`src/jpca_pkg.sv`:
```
// ----------------------------------------------------------------------------
// jpca_pkg: shared types and constants for the joint penalty cost accumulator
// Holds the configuration register map, the item, result and control structs,
// and the dead band helper used by the core.
// ----------------------------------------------------------------------------
package jpca_pkg;

	// Sizes of the fixed fields.
	localparam int unsigned MAX_JOINTS_DEF = 16;
	localparam int unsigned JIDX_W         = 4;
	localparam int unsigned COST_W         = 48;
	localparam int unsigned CFG_IDX_W      = 3;
	localparam int unsigned CFG_DATA_W     = 32;
	localparam int unsigned XBAND_W        = 19;

	localparam logic [COST_W-1:0] COST_MAX     = {COST_W{1'b1}};
	localparam logic [15:0]       INV_DT_RESET = 16'd1600;

	// Configuration register indexes.
	typedef enum logic [CFG_IDX_W-1:0] {
		REG_W_DISP   = 3'd0,
		REG_W_LIMIT  = 3'd1,
		REG_W_WINDOW = 3'd2,
		REG_W_VEL    = 3'd3,
		REG_W_ACC    = 3'd4,
		REG_INV_DT   = 3'd5,
		REG_WINDOW   = 3'd6,
		REG_SELECT   = 3'd7
	} cfg_reg_t;

	// Configuration register contents.
	typedef struct packed {
		logic [15:0] weight_displacement;
		logic [15:0] weight_joint_limits;
		logic [15:0] weight_window;
		logic [15:0] weight_velocity;
		logic [15:0] weight_acceleration;
		logic [15:0] inverse_time_step;
		logic [31:0] window_bounds;
		logic [7:0]  joint_select;
	} cfg_t;

	// One joint as delivered by the input channel.
	typedef struct packed {
		logic signed [15:0] position;
		logic signed [15:0] initial_guess;
		logic signed [15:0] limit_low;
		logic signed [15:0] limit_high;
		logic               unbounded;
		logic [15:0]        velocity_limit;
		logic [23:0]        acceleration_limit;
		logic               last_joint;
	} item_t;

	// One evaluation result.
	typedef struct packed {
		logic [COST_W-1:0] cost;
		logic              saturated;
	} result_t;

	// Control from the top level into the core.
	typedef struct packed {
		logic start;
		logic out_free;
	} core_ctrl_t;

	// Status from the core back to the top level.
	typedef struct packed {
		logic busy;
		logic done;
	} core_stat_t;

	// Dead band distance in Q.14: max(0, 2*|2p - lo - hi| - (hi - lo)).
	function automatic logic [XBAND_W-1:0] dead_band(
		input logic signed [15:0] p,
		input logic signed [15:0] lo,
		input logic signed [15:0] hi
	);
		logic signed [20:0] centre;
		logic signed [20:0] span;
		logic signed [20:0] gap;
		centre = (21'(p) <<< 1) - 21'(lo) - 21'(hi);
		if (centre < 0) begin
			centre = -centre;
		end
		span = 21'(hi) - 21'(lo);
		gap = (centre <<< 1) - span;
		if (gap <= 0) begin
			dead_band = '0;
		end else begin
			dead_band = gap[XBAND_W-1:0];
		end
	endfunction

endpackage

```
`src/jpca_if.sv`:
```
// ----------------------------------------------------------------------------
// jpca_if: valid/ready channels of the joint penalty cost accumulator
// jpca_item_if carries one joint per transaction, jpca_result_if carries one
// evaluation result per transaction.
// ----------------------------------------------------------------------------
interface jpca_item_if;
	logic               valid;
	logic               ready;
	logic signed [15:0] position;
	logic signed [15:0] initial_guess;
	logic signed [15:0] limit_low;
	logic signed [15:0] limit_high;
	logic               unbounded;
	logic [15:0]        velocity_limit;
	logic [23:0]        acceleration_limit;
	logic               last_joint;

	modport source (
		output valid, position, initial_guess, limit_low, limit_high, unbounded,
		       velocity_limit, acceleration_limit, last_joint,
		input  ready
	);

	modport sink (
		input  valid, position, initial_guess, limit_low, limit_high, unbounded,
		       velocity_limit, acceleration_limit, last_joint,
		output ready
	);
endinterface

interface jpca_result_if;
	logic        valid;
	logic        ready;
	logic [47:0] cost;
	logic        saturated;

	modport source (
		output valid, cost, saturated,
		input  ready
	);

	modport sink (
		input  valid, cost, saturated,
		output ready
	);
endinterface

```
`src/jpca_core.sv`:
```
// ----------------------------------------------------------------------------
// jpca_core: sequenced penalty evaluation around one shared 32x32 multiplier
// Each term runs load, weight (two products), square (three products), scale
// and accumulate steps; velocity and acceleration first form their rates.
// ----------------------------------------------------------------------------
module jpca_core #(
	parameter int unsigned MAX_JOINTS = jpca_pkg::MAX_JOINTS_DEF
) (
	input  logic                 clk,
	input  logic                 arst_n,
	input  jpca_pkg::cfg_t       cfg,
	input  jpca_pkg::item_t      item,
	input  jpca_pkg::core_ctrl_t ctrl,
	output jpca_pkg::core_stat_t stat,
	output jpca_pkg::result_t    res
);

	localparam int unsigned JW = jpca_pkg::JIDX_W;
	localparam int unsigned CW = jpca_pkg::COST_W;
	localparam logic [JW-1:0] JOINT_WRAP = JW'(MAX_JOINTS - 1);

	typedef enum logic [3:0] {
		ST_IDLE,
		ST_PREP_VEL,
		ST_PREP_SQ,
		ST_PREP_ACC,
		ST_LOAD,
		ST_V_LO,
		ST_V_HI,
		ST_SQ_LL,
		ST_SQ_LH,
		ST_SQ_HH,
		ST_SCALE,
		ST_ACCUM,
		ST_FINISH
	} state_t;

	typedef enum logic [2:0] {
		T_DISP,
		T_LIMIT,
		T_WINDOW,
		T_VEL,
		T_ACC
	} term_t;

	state_t          state_q;
	term_t           term_q;
	logic [CW-1:0]   cost_q;
	logic            ovf_q;
	logic [JW-1:0]   joint_q;

	jpca_pkg::item_t item_q;
	logic [31:0]     its2_q;
	logic [CW-1:0]   rate_q;
	logic [CW-1:0]   e_q;
	logic [63:0]     v_q;
	logic [127:0]    acc_q;
	logic [CW-1:0]   pen_q;

	logic signed [16:0]             diff;
	logic [15:0]                    disp_abs;
	logic [jpca_pkg::XBAND_W-1:0]   x_limit;
	logic [jpca_pkg::XBAND_W-1:0]   x_window;
	logic                           win_hit;
	logic                           vel_hit;
	logic [CW-1:0]                  lim_sel;
	logic [CW-1:0]                  excess;
	logic [CW-1:0]                  e_next;
	logic [15:0]                    w_sel;
	logic [6:0]                     shamt;
	logic [127:0]                   scaled;
	logic                           pen_clip;
	logic [CW:0]                    sum;
	logic [31:0]                    mul_a;
	logic [31:0]                    mul_b;
	logic [63:0]                    prod;

	// Joint quantities derived from the held item.
	assign diff     = 17'(item_q.position) - 17'(item_q.initial_guess);
	assign disp_abs = diff[16] ? 16'(-diff) : diff[15:0];
	assign x_limit  = jpca_pkg::dead_band(item_q.position, item_q.limit_low,
		item_q.limit_high);
	assign x_window = jpca_pkg::dead_band(item_q.position,
		$signed(cfg.window_bounds[15:0]), $signed(cfg.window_bounds[31:16]));
	assign win_hit  = (joint_q == cfg.joint_select[3:0]);
	assign vel_hit  = (joint_q == cfg.joint_select[7:4]);

	// Shared rate-over-limit compare and subtract.
	assign lim_sel = (term_q == T_VEL) ? {23'd0, item_q.velocity_limit, 9'd0}
		: {11'd0, item_q.acceleration_limit, 13'd0};
	assign excess  = (rate_q > lim_sel) ? (rate_q - lim_sel) : '0;

	// Penalty base, weight and output scaling for the current term.
	always_comb begin
		e_next = '0;
		w_sel  = '0;
		shamt  = 7'd0;
		unique case (term_q)
			T_DISP: begin
				e_next = {32'd0, disp_abs};
				w_sel  = cfg.weight_displacement;
				shamt  = 7'd26;
			end
			T_LIMIT: begin
				e_next = item_q.unbounded ? '0 : {29'd0, x_limit};
				w_sel  = cfg.weight_joint_limits;
				shamt  = 7'd28;
			end
			T_WINDOW: begin
				e_next = win_hit ? {29'd0, x_window} : '0;
				w_sel  = cfg.weight_window;
				shamt  = 7'd28;
			end
			T_VEL: begin
				e_next = vel_hit ? excess : '0;
				w_sel  = cfg.weight_velocity;
				shamt  = 7'd34;
			end
			T_ACC: begin
				e_next = excess;
				w_sel  = cfg.weight_acceleration;
				shamt  = 7'd42;
			end
			default: begin
				e_next = '0;
				w_sel  = '0;
				shamt  = 7'd0;
			end
		endcase
	end

	// Operand selection for the shared multiplier.
	always_comb begin
		mul_a = '0;
		mul_b = '0;
		unique case (state_q)
			ST_PREP_VEL: begin
				mul_a = {16'd0, disp_abs};
				mul_b = {16'd0, cfg.inverse_time_step};
			end
			ST_PREP_SQ: begin
				mul_a = {16'd0, cfg.inverse_time_step};
				mul_b = {16'd0, cfg.inverse_time_step};
			end
			ST_PREP_ACC: begin
				mul_a = {16'd0, disp_abs};
				mul_b = its2_q;
			end
			ST_V_LO: begin
				mul_a = e_q[31:0];
				mul_b = {16'd0, w_sel};
			end
			ST_V_HI: begin
				mul_a = {16'd0, e_q[47:32]};
				mul_b = {16'd0, w_sel};
			end
			ST_SQ_LL: begin
				mul_a = v_q[31:0];
				mul_b = v_q[31:0];
			end
			ST_SQ_LH: begin
				mul_a = v_q[31:0];
				mul_b = v_q[63:32];
			end
			ST_SQ_HH: begin
				mul_a = v_q[63:32];
				mul_b = v_q[63:32];
			end
			default: begin
				mul_a = '0;
				mul_b = '0;
			end
		endcase
	end

	assign prod = mul_a * mul_b;

	// Scaling of the exact square and saturating accumulation.
	assign scaled   = acc_q >> shamt;
	assign pen_clip = |scaled[127:CW];
	assign sum      = {1'b0, cost_q} + {1'b0, pen_q};

	// Sequencer, running cost, overflow flag and joint counter.
	always_ff @(posedge clk or negedge arst_n) begin
		if (!arst_n) begin
			state_q <= ST_IDLE;
			term_q  <= T_DISP;
			cost_q  <= '0;
			ovf_q   <= 1'b0;
			joint_q <= '0;
		end else begin
			unique case (state_q)
				ST_IDLE: begin
					if (ctrl.start) begin
						term_q  <= T_DISP;
						state_q <= ST_LOAD;
					end
				end
				ST_PREP_VEL: state_q <= ST_LOAD;
				ST_PREP_SQ:  state_q <= ST_PREP_ACC;
				ST_PREP_ACC: state_q <= ST_LOAD;
				ST_LOAD:     state_q <= ST_V_LO;
				ST_V_LO:     state_q <= ST_V_HI;
				ST_V_HI:     state_q <= ST_SQ_LL;
				ST_SQ_LL:    state_q <= ST_SQ_LH;
				ST_SQ_LH:    state_q <= ST_SQ_HH;
				ST_SQ_HH:    state_q <= ST_SCALE;
				ST_SCALE: begin
					if (pen_clip) begin
						ovf_q <= 1'b1;
					end
					state_q <= ST_ACCUM;
				end
				ST_ACCUM: begin
					if (sum[CW]) begin
						cost_q <= jpca_pkg::COST_MAX;
						ovf_q  <= 1'b1;
					end else begin
						cost_q <= sum[CW-1:0];
					end
					unique case (term_q)
						T_DISP: begin
							term_q  <= T_LIMIT;
							state_q <= ST_LOAD;
						end
						T_LIMIT: begin
							term_q  <= T_WINDOW;
							state_q <= ST_LOAD;
						end
						T_WINDOW: begin
							term_q  <= T_VEL;
							state_q <= ST_PREP_VEL;
						end
						T_VEL: begin
							term_q  <= T_ACC;
							state_q <= ST_PREP_SQ;
						end
						default: begin
							state_q <= ST_FINISH;
						end
					endcase
				end
				ST_FINISH: begin
					if (!item_q.last_joint) begin
						joint_q <= (joint_q == JOINT_WRAP) ? '0 : joint_q + 1'b1;
						state_q <= ST_IDLE;
					end else if (ctrl.out_free) begin
						cost_q  <= '0;
						ovf_q   <= 1'b0;
						joint_q <= '0;
						state_q <= ST_IDLE;
					end
				end
				default: state_q <= ST_IDLE;
			endcase
		end
	end

	// Datapath registers, loaded step by step.
	always_ff @(posedge clk) begin
		unique case (state_q)
			ST_IDLE: begin
				if (ctrl.start) begin
					item_q <= item;
				end
			end
			ST_PREP_VEL: rate_q <= prod[CW-1:0];
			ST_PREP_SQ:  its2_q <= prod[31:0];
			ST_PREP_ACC: rate_q <= prod[CW-1:0];
			ST_LOAD:     e_q    <= e_next;
			ST_V_LO:     v_q    <= prod;
			ST_V_HI:     v_q    <= v_q + {prod[31:0], 32'd0};
			ST_SQ_LL:    acc_q  <= {64'd0, prod};
			ST_SQ_LH:    acc_q  <= acc_q + ({64'd0, prod} << 33);
			ST_SQ_HH:    acc_q  <= acc_q + {prod, 64'd0};
			ST_SCALE:    pen_q  <= pen_clip ? jpca_pkg::COST_MAX : scaled[CW-1:0];
			default: begin
			end
		endcase
	end

	assign stat.busy     = (state_q != ST_IDLE);
	assign stat.done     = (state_q == ST_FINISH) && item_q.last_joint && ctrl.out_free;
	assign res.cost      = cost_q;
	assign res.saturated = ovf_q;

endmodule

```
`src/joint_penalty_cost_accumulator.sv`:
```
// ----------------------------------------------------------------------------
// joint_penalty_cost_accumulator: weighted joint penalty cost over a joint stream
// The core takes one joint at a time and accepts the next only once it is idle
// again; each joint runs five terms of eight steps each plus three rate products,
// all through one shared 32x32 multiplier. The result is offered from the output
// register when the last joint finishes; the core waits only if it is still full.
// Reset clears the cost, counter and flag and sets the registers to defaults.
// ----------------------------------------------------------------------------
module joint_penalty_cost_accumulator #(
	parameter int unsigned MAX_JOINTS = jpca_pkg::MAX_JOINTS_DEF
) (
	input  logic                              clk,
	input  logic                              arst_n,
	input  logic                              cfg_wr_en,
	input  logic [jpca_pkg::CFG_IDX_W-1:0]    cfg_index,
	input  logic [jpca_pkg::CFG_DATA_W-1:0]   cfg_data,
	jpca_item_if.sink                         item,
	jpca_result_if.source                     result
);

	jpca_pkg::cfg_t       cfg_q;
	jpca_pkg::item_t      item_in;
	jpca_pkg::core_ctrl_t ctrl;
	jpca_pkg::core_stat_t stat;
	jpca_pkg::result_t    res;
	jpca_pkg::result_t    out_q;
	logic                 out_valid_q;

	// Configuration register writes.
	always_ff @(posedge clk or negedge arst_n) begin
		if (!arst_n) begin
			cfg_q.weight_displacement <= '0;
			cfg_q.weight_joint_limits <= '0;
			cfg_q.weight_window       <= '0;
			cfg_q.weight_velocity     <= '0;
			cfg_q.weight_acceleration <= '0;
			cfg_q.inverse_time_step   <= jpca_pkg::INV_DT_RESET;
			cfg_q.window_bounds       <= '0;
			cfg_q.joint_select        <= '0;
		end else if (cfg_wr_en) begin
			unique case (jpca_pkg::cfg_reg_t'(cfg_index))
				jpca_pkg::REG_W_DISP:   cfg_q.weight_displacement <= cfg_data[15:0];
				jpca_pkg::REG_W_LIMIT:  cfg_q.weight_joint_limits <= cfg_data[15:0];
				jpca_pkg::REG_W_WINDOW: cfg_q.weight_window       <= cfg_data[15:0];
				jpca_pkg::REG_W_VEL:    cfg_q.weight_velocity     <= cfg_data[15:0];
				jpca_pkg::REG_W_ACC:    cfg_q.weight_acceleration <= cfg_data[15:0];
				jpca_pkg::REG_INV_DT:   cfg_q.inverse_time_step   <= cfg_data[15:0];
				jpca_pkg::REG_WINDOW:   cfg_q.window_bounds       <= cfg_data[31:0];
				jpca_pkg::REG_SELECT:   cfg_q.joint_select        <= cfg_data[7:0];
				default: begin
				end
			endcase
		end
	end

	// Input transaction into the core.
	assign item_in.position           = item.position;
	assign item_in.initial_guess      = item.initial_guess;
	assign item_in.limit_low          = item.limit_low;
	assign item_in.limit_high         = item.limit_high;
	assign item_in.unbounded          = item.unbounded;
	assign item_in.velocity_limit     = item.velocity_limit;
	assign item_in.acceleration_limit = item.acceleration_limit;
	assign item_in.last_joint         = item.last_joint;

	assign item.ready    = !stat.busy;
	assign ctrl.start    = item.valid && !stat.busy;
	assign ctrl.out_free = !out_valid_q || result.ready;

	jpca_core #(
		.MAX_JOINTS (MAX_JOINTS)
	) u_core (
		.clk    (clk),
		.arst_n (arst_n),
		.cfg    (cfg_q),
		.item   (item_in),
		.ctrl   (ctrl),
		.stat   (stat),
		.res    (res)
	);

	// Output register: holds a result until its transaction completes.
	always_ff @(posedge clk or negedge arst_n) begin
		if (!arst_n) begin
			out_valid_q <= 1'b0;
		end else if (stat.done) begin
			out_valid_q <= 1'b1;
		end else if (result.ready) begin
			out_valid_q <= 1'b0;
		end
	end

	always_ff @(posedge clk) begin
		if (stat.done) begin
			out_q <= res;
		end
	end

	assign result.valid     = out_valid_q;
	assign result.cost      = out_q.cost;
	assign result.saturated = out_q.saturated;

endmodule

```
`src/flat_wrapper.sv`:
```
// flat-port wrapper written by rule: the top's interface ports become plain ports
module joint_penalty_cost_accumulator_flat 
#(
	parameter int unsigned MAX_JOINTS = jpca_pkg::MAX_JOINTS_DEF
)
  (clk, arst_n, cfg_wr_en, cfg_index, cfg_data, item_valid, item_position, item_initial_guess, item_limit_low, item_limit_high, item_unbounded, item_velocity_limit, item_acceleration_limit, item_last_joint, item_ready, result_valid, result_cost, result_saturated, result_ready);
  jpca_item_if item_i ();
  jpca_result_if result_i ();
  input  logic clk;
  input  logic arst_n;
  input  logic cfg_wr_en;
  input  logic [jpca_pkg::CFG_IDX_W-1:0] cfg_index;
  input  logic [jpca_pkg::CFG_DATA_W-1:0] cfg_data;
  input wire logic [$bits(item_i.valid)-1:0] item_valid;
  input wire logic [$bits(item_i.position)-1:0] item_position;
  input wire logic [$bits(item_i.initial_guess)-1:0] item_initial_guess;
  input wire logic [$bits(item_i.limit_low)-1:0] item_limit_low;
  input wire logic [$bits(item_i.limit_high)-1:0] item_limit_high;
  input wire logic [$bits(item_i.unbounded)-1:0] item_unbounded;
  input wire logic [$bits(item_i.velocity_limit)-1:0] item_velocity_limit;
  input wire logic [$bits(item_i.acceleration_limit)-1:0] item_acceleration_limit;
  input wire logic [$bits(item_i.last_joint)-1:0] item_last_joint;
  output wire logic [$bits(item_i.ready)-1:0] item_ready;
  output wire logic [$bits(result_i.valid)-1:0] result_valid;
  output wire logic [$bits(result_i.cost)-1:0] result_cost;
  output wire logic [$bits(result_i.saturated)-1:0] result_saturated;
  input wire logic [$bits(result_i.ready)-1:0] result_ready;
  assign item_i.valid = item_valid;
  assign item_i.position = item_position;
  assign item_i.initial_guess = item_initial_guess;
  assign item_i.limit_low = item_limit_low;
  assign item_i.limit_high = item_limit_high;
  assign item_i.unbounded = item_unbounded;
  assign item_i.velocity_limit = item_velocity_limit;
  assign item_i.acceleration_limit = item_acceleration_limit;
  assign item_i.last_joint = item_last_joint;
  assign item_ready = item_i.ready;
  assign result_valid = result_i.valid;
  assign result_cost = result_i.cost;
  assign result_saturated = result_i.saturated;
  assign result_i.ready = result_ready;
  joint_penalty_cost_accumulator #(.MAX_JOINTS(MAX_JOINTS)) u_core (.clk(clk), .arst_n(arst_n), .cfg_wr_en(cfg_wr_en), .cfg_index(cfg_index), .cfg_data(cfg_data), .item(item_i), .result(result_i));
endmodule
```
`config.mk`:
```
export PLATFORM = sky130hd
export DESIGN_NAME = joint_penalty_cost_accumulator_flat
export DESIGN_NICKNAME = d
export VERILOG_FILES = /design/src/jpca_pkg.sv /design/src/jpca_if.sv /design/src/jpca_core.sv /design/src/joint_penalty_cost_accumulator.sv /design/src/flat_wrapper.sv
export SDC_FILE = /design/constraint.sdc
export NUM_CORES = 2
export LEC_CHECK = 0
export BUFFER_PORTS_ARGS = -buffer_cell sky130_fd_sc_hd__buf_2
export CORE_MARGIN = 8
export CORE_UTILIZATION = 50
export DETAILED_ROUTE_END_ITERATION = 16
export GPL_TIMING_DRIVEN = 0
export PLACE_DENSITY_LB_ADDON = 0.25
export SETUP_SLACK_MARGIN = 0.3
export SYNTH_ARGS = -nofsm -noshare
export SYNTH_HDL_FRONTEND = slang
export SYNTH_HIERARCHICAL = 1
export SYNTH_SLANG_ARGS = --single-unit
```
`constraint.sdc`:
```
create_clock -name clk -period 27.5 [get_ports clk]
set_input_delay 5.5 -clock clk [delete_from_list [all_inputs] [get_ports clk]]
set_output_delay 5.5 -clock clk [all_outputs]
set_load 0.03 [all_outputs]
```
# Word-level counts from Yosys, hierarchy flattened
# Cells that the tools add are included.
# W data, S select, Z words.
[op_classes] n_lt_le_gt_ge=5 multipliers=1 n_eq_ne=34 muxes=38 n_addsub=18 n_reduce_logical=38 shift=1
[op_table] op="$pmux W128 S3" n=1
[op_table] op="$mux W48" n=5
[op_table] op="$pmux W48 S5" n=1
[op_table] op="$pmux W32 S6" n=1
[op_table] op="$pmux W32 S5" n=1
[op_table] op="$add A128 B128 Y128" n=1
[op_table] op="$add A128 B97 Y128" n=1
[op_table] op="$pmux W64 S2" n=1
[op_table] op="$shr A128 B7 Y128" n=1
[op_table] op="$pmux W48 S2" n=1
[op_table] op="$pmux W16 S5" n=1
[op_table] op="$reduce_or A80 Y1" n=1
[op_table] op="$mux W19" n=4
[op_table] op="$add A64 B64 Y64" n=1
[op_table] op="$mul A32 B32 Y64" n=1
[op_table] op="$sub A16 B16 Y17" n=3
[op_table] op="$add A48 B48 Y49" n=1
[op_table] op="$gt A48 B37 Y1" n=1
[op_table] op="$pmux W4 S12" n=1
[op_table] op="$sub A48 B37 Y48" n=1
[op_table] op="$le A21 B1 Y1 const B" n=2
[op_table] op="$sub A21 B17 Y21" n=2
[op_table] op="$mux W20" n=2
[op_table] op="$neg A19 Y20" n=2
[op_table] op="38 further kinds" n=98
[word_totals] out_inout_bits=51 word_cells=165 in_bits=146 ff_bits=720

# Logic depth before layout (Yosys ltp)
[depth] depth_word=9 mapped_depth=57

# Modules after synthesis
# Netlist, hierarchy kept.
[by_module_without_submodules] mod="jpca_core" seq_area_each_um2=15735.1 cells_per_inst=9008 area_per_inst_um2=78570.4 n_inst=1
[by_module_without_submodules] mod="joint_penalty_cost_accumulator" seq_area_each_um2=4903.5 cells_per_inst=350 area_per_inst_um2=6716.4 n_inst=1

# Worst setup path after synthesis
# No wires, ideal clock.
[synth_timing] kind="register to register" start="register u_core/u_core/item_q[90] (netlist bit)" end="register u_core.u_core.acc_q[116], data pin" stages_incl_launch_ff=53 period_less_slack_ns=13.185 path_slack_ns=14.315 t_arrival_ns=12.914 t_required_ns=27.229 cell_sequence="edfxtp_1 inv_1 ha_1 fa_1 nor2b_1 o31a_1 o21a_1 or3_1 a2111o_1 or3_1 nor3_2 a31oi_1 xnor2_1 a221oi_1 clkbuf_1 nor2_1 fa_1 fa_1 [... 17 more ...] o21ai_0 a2111oi_0 o31ai_1 and2_1 o21ai_0 xor2_1 ha_1 clkbuf_1 a21oi_1 o21ai_0 nor2_1 and3_1 a21o_1 o21a_1 nor2_2 and3_1 xnor2_1 o22ai_1"
[synth_between] elab_chain_len=7 elab_cells_between_ends=8
[synth_rtl] element="start: declaration" line_no="jpca_core.sv:52" text="jpca_pkg::item_t item_q;"
[synth_rtl] element="start signal: assignment" line_no="jpca_core.sv:264" text="item_q <= item;"
[synth_rtl] element="$sub A16 B16 Y17 *" line_no="jpca_core.sv:79" text="assign diff = 17'(item_q.position) - 17'(item_q.initial_guess);"
[synth_rtl] element="$neg A16 Y16" line_no="jpca_core.sv:80" text="assign disp_abs = diff[16] ? 16'(-diff) : diff[15:0];"
[synth_rtl] element="$mux W16 *" line_no="jpca_core.sv:80"
[synth_rtl] element="$pmux W32 S6 *" line_no="jpca_core.sv:136" text="unique case (state_q)"
[synth_rtl] element="$mul A32 B32 Y64 *" line_no="jpca_core.sv:176" text="assign prod = mul_a * mul_b;"
[synth_rtl] element="$add A128 B128 Y128 / $add A128 B97 Y128 (equally long branches)" line_no="jpca_core.sv:275, jpca_core.sv:274"
[synth_rtl] element="$pmux W128 S3 *" line_no="jpca_core.sv:261" text="unique case (state_q)"
[synth_rtl] element="end signal: assignment" line_no="jpca_core.sv:273" text="ST_SQ_LL: acc_q <= {64'd0, prod};"
[synth_rtl] element="end signal: assignment" line_no="jpca_core.sv:274" text="ST_SQ_LH: acc_q <= acc_q + ({64'd0, prod} << 33);"
[synth_rtl] element="end signal: assignment" line_no="jpca_core.sv:275" text="ST_SQ_HH: acc_q <= acc_q + {prod, 64'd0};"
[synth_rtl] element="end: declaration" line_no="jpca_core.sv:57" text="logic [127:0] acc_q;"
# Mark *: on every way between the ends. The rest lies on a longest branch, timed or not.
# A chain may end at the register's enable or synchronous reset.

# Worst setup path in the final report
[layout_timing] start="register u_core.u_core.state_q[0]" end="register u_core.u_core.acc_q[113], data pin"
[layout_between] elab_chain_len=6 elab_cells_between_ends=19
[layout_rtl] element="start: declaration" line_no="jpca_core.sv:46" text="state_t state_q;"
[layout_rtl] element="start signal: assignment" line_no="jpca_core.sv:186" text="state_q <= ST_IDLE;"
[layout_rtl] element="start signal: assignment" line_no="jpca_core.sv:196" text="state_q <= ST_LOAD;"
[layout_rtl] element="start signal: assignment" line_no="jpca_core.sv:199" text="ST_PREP_VEL: state_q <= ST_LOAD;"
[layout_rtl] element="$eq A4 B4 Y1, or another cell as far along" line_no="jpca_core.sv:136"
[layout_rtl] element="$reduce_or A2 Y1 (no source line)"
[layout_rtl] element="$pmux W32 S6 / $pmux W32 S5 (equally long branches)" line_no="jpca_core.sv:136"
[layout_rtl] element="$mul A32 B32 Y64 *" line_no="jpca_core.sv:176"
[layout_rtl] element="named net u_core.u_core.prod[29]" line_no="jpca_core.sv:76" text="logic [63:0] prod;"
[layout_rtl] element="$add A128 B128 Y128 / $add A128 B97 Y128 (equally long branches)" line_no="jpca_core.sv:275, jpca_core.sv:274"
[layout_rtl] element="$pmux W128 S3 *" line_no="jpca_core.sv:261"
# Mark *: on every way through the listed nets, which the timed path passes. The rest lies on a longest branch.

==> impl_metrics.env <==
export IMPL_setup_slack_ns=8.21
export IMPL_cts_sinks=720
export IMPL_pre_cts_slack_ns=8.95
export IMPL_fillCellCount=15500
export IMPL_drtIter0Drc=9867
export IMPL_antenna_left=0
export IMPL_syn_num_nets=11100
export IMPL_synth_compound_area_share_pct=15.4
export IMPL_drive_above_1_share_pct=6.94
export IMPL_yosysMostFrequentCell="nand2_1"
export IMPL_ys_ff_latch=720
export IMPL_worstSetupEndpoint="u_core/u_core/acc_q[113]$_DFFE_PN_"
export IMPL_first_pass_iters=10
export IMPL_synth_top_area_share_pct=22.9
export IMPL_max_stage_delay_ns=1.17
export IMPL_r2r_start="u_core/u_core/state_q[0]$_DFFE_PN0P_"
export IMPL_grt_max_degree=124
export IMPL_utilization_pct=55.0
export IMPL_start_util_pct=50.3
export IMPL_die_area_um2=184000
export IMPL_avgSynthCellArea_um2=9.11
export IMPL_yosysSeqAreaShare_pct=24.2
export IMPL_crit_start="u_core/u_core/state_q[0]$_DFFE_PN0P_"
export IMPL_synth_cell_types=96
export IMPL_clk_path_buf_depth=3
export IMPL_gp_congestion=1.05
export IMPL_layout_nets=11400
export IMPL_muxShareOfSynthArea_pct=2.88
export IMPL_syn_instance_count=9358
export IMPL_hold_viol=0
export IMPL_finalClockSkew_ns=0.0457
export IMPL_failed_checks="capacitance limit, slew limit"
export IMPL_grt_use_total_pct=40.0
export IMPL_worstPathMaxFanout=22
export IMPL_wl_um=379000
export IMPL_cts_htree_levels=3
export IMPL_dpl_hpwl_um=307000
export IMPL_synth_edf_count=523
export IMPL_yosys_area_share_simple_pct=13.7
export IMPL_synth_common_cells="nand2_1, inv_1, fa_1"
export IMPL_drv_slew=27
export IMPL_die_w_um=429
export IMPL_clk_transition_reported_paths_ns=0.06
export IMPL_fin_crit_ns=19.29
export IMPL_cts_repair_timing_setup_buffer_count=0
export IMPL_hold_buffers=0
export IMPL_arrival_ns=19.75
export IMPL_drcViolationCount=0
export IMPL_io_buffers=192
export IMPL_status="finished with violations"
export IMPL_yosys_warnings=6
export IMPL_crit_path_frequent_cell="fa_1"
export IMPL_synthArstFlopShare_pct=27.4
export IMPL_seqCellArea_um2=20600
export IMPL_viasPerCell=6.39
export IMPL_cap_viol_max_count=5
export IMPL_setup_viol=0
export IMPL_via_count=76600
export IMPL_area_growth_pct=9.26
export IMPL_worstSkewPairLatency_ns=0.75
export IMPL_synth_fa_ha_area_share_pct=31.7
export IMPL_core_um2=169000
export IMPL_r2r_setup_slack_ns=8.21
export IMPL_overflow=0
export IMPL_critPathRequiredTime_ns=27.97
export IMPL_cp_slowest_cell="clkbuf_1"
export IMPL_die_height_um=429
export IMPL_synth_area_leader_cell="fa_1"
export IMPL_whs_ns=0.488
export IMPL_clock_root_buffer="clkbuf_16"
export IMPL_period_share_pct=70.1
export IMPL_synth_top_family_by_area="adder cells"
export IMPL_reg2regPathDepth=46
export IMPL_cts_resized=0
export IMPL_rsz0062_at_grt="false"
export IMPL_cts_buffers=87
export IMPL_min_from="u_core/u_core/cost_q[19]$_DFFE_PN0P_"
export IMPL_antenna_found_initial=16
export IMPL_cts_tree="done"
export IMPL_tightest_slew_ns=1.57
export IMPL_hold_class="register to register"
export IMPL_multi_input_area_um2=58400
export IMPL_io_pins=197
export IMPL_tns_ns=0
export IMPL_row_count=151
export IMPL_crit_type="register to register"
export IMPL_r2r_end="u_core/u_core/acc_q[113]$_DFFE_PN_"
export IMPL_max_freq_ghz=0.0519
export IMPL_synth_xor_area_share_pct=4.39
export IMPL_grt_pass1_wl_um=538000
export IMPL_max_slew_margin_pct=-5.31
export IMPL_synth_flop_cell="edfxtp_1"
export IMPL_avgRoutedWirePerCell_um=31.6
export IMPL_grt_pass1_vias=76400
export IMPL_cp_end_kind="register"
export IMPL_start_kind="register"
export IMPL_synth_area_leaders="fa_1, edfxtp_1, ha_1"
export IMPL_synth_area_um2=85300
metrics by stage:
stage	cells	cell area (um^2)
after floorplan	9358	85300
after global placement	11800	89000
final	12000	93200
after CTS	12000	93100
after detailed placement	11800	90100
after global routing	12000	93200
layout make-up:
type / instances / area share, %
Antenna cell: 12 / 0.0322
Multi-Input combinational cell: 6929 / 62.7
Sequential cell: 720 / 22.1
Timing Repair Buffer: 247 / 1.87
Buffer: 481 / 2.06
Inverter: 1228 / 4.95
Clock inverter: 55 / 0.788
Clock buffer: 106 / 2.47
Tap cell: 2218 / 2.98
layer usage:
metal / global-route usage [%] / part of all wire [%] / up-vias
li1: - / - / 32400
met1: 49.6 / 37 / 38200
met2: 61.9 / 44 / 4768
met3: 10.6 / 11 / 1235
met4: 25.5 / 8.2 / 6
met5: 0 / 0.0082 / -
state kept, by name, indices dropped and copies added (netlist names):
| register | flops |
|---|---|
| u_core/u_core/acc_q | 128 |
| u_core/result.cost | 48 |
| u_core/u_core/item_q | 106 |
| u_core/u_core/ovf_q | 1 |
| u_core/u_core/e_q | 48 |
| u_core/u_core/joint_q | 4 |
| u_core/result.saturated | 1 |
| u_core/u_core/pen_q | 48 |
| u_core/u_core/term_q | 3 |
| u_core/u_core/cost_q | 48 |
| u_core/u_core/its2_q | 32 |
| u_core/cfg_q | 136 |
| u_core/u_core/state_q | 4 |
| u_core/u_core/rate_q | 48 |
| u_core/u_core/v_q | 64 |
| u_core/result.valid | 1 |
cells in the final DEF (no fill, tap or decap), types with 65 or more instances in the layout:
master / instances
xnor2_1: 235
dfrtp_1: 194
edfxtp_1: 523
and2_1: 88
a21oi_1: 471
o21ai_0: 378
mux2_2: 138
nand4_1: 81
nor3_1: 86
xor2_1: 173
nand2_1: 1313
nor2_1: 721
nand2b_1: 66
a22oi_1: 91
o22ai_1: 142
a31oi_1: 87
ha_1: 603
a21o_1: 216
inv_1: 1224
clkbuf_1: 430
o21a_1: 65
nand3_1: 124
fa_1: 974
buf_2: 214
clkbuf_16: 88
worst max-delay path: cells and delay by family, from the launching register on:
family	cells	cell delay, ns
flops	1	0.36
buf+inv	13	4.52
xor+xnor	2	1.16
compound gates	11	4.70
simple gates	10	3.31
fa+ha+maj	10	4.90
worst min-delay path by stage:
| stage | slack, ns | cells past startpoint | end |
|---|---|---|---|
| detailed placement | 0.47 | 0 | u_core/result.cost[19]$_DFFE_PP_ |
| global route | 0.50 | 0 | u_core/result.cost[36]$_DFFE_PP_ |
| floorplan | 0.45 | 0 | u_core/result.cost[35]$_DFFE_PP_ |
| finish | 0.49 | 0 | u_core/result.cost[19]$_DFFE_PP_ |
| CTS | 0.48 | 0 | u_core/result.cost[19]$_DFFE_PP_ |
| global placement | 0.46 | 0 | u_core/result.cost[32]$_DFFE_PP_ |
cells by family (layout without fill, tap and decap cells):
kind of cell | after synthesis | in the layout
adder cells (fa/ha/maj) | 1577 | 1577
multiplexers | 211 | 211
other | 0 | 12
XOR/XNOR | 427 | 427
buffers and inverters | 1709 | 2117
flip-flops | 720 | 720
AO/OA/AOI/OAI | 2009 | 2009
AND/OR/NAND/NOR | 2705 | 2705
Power is left out: the tool's default activity adds up to more than one toggle a clock period on the data nets, which glitch-free logic cannot reach.
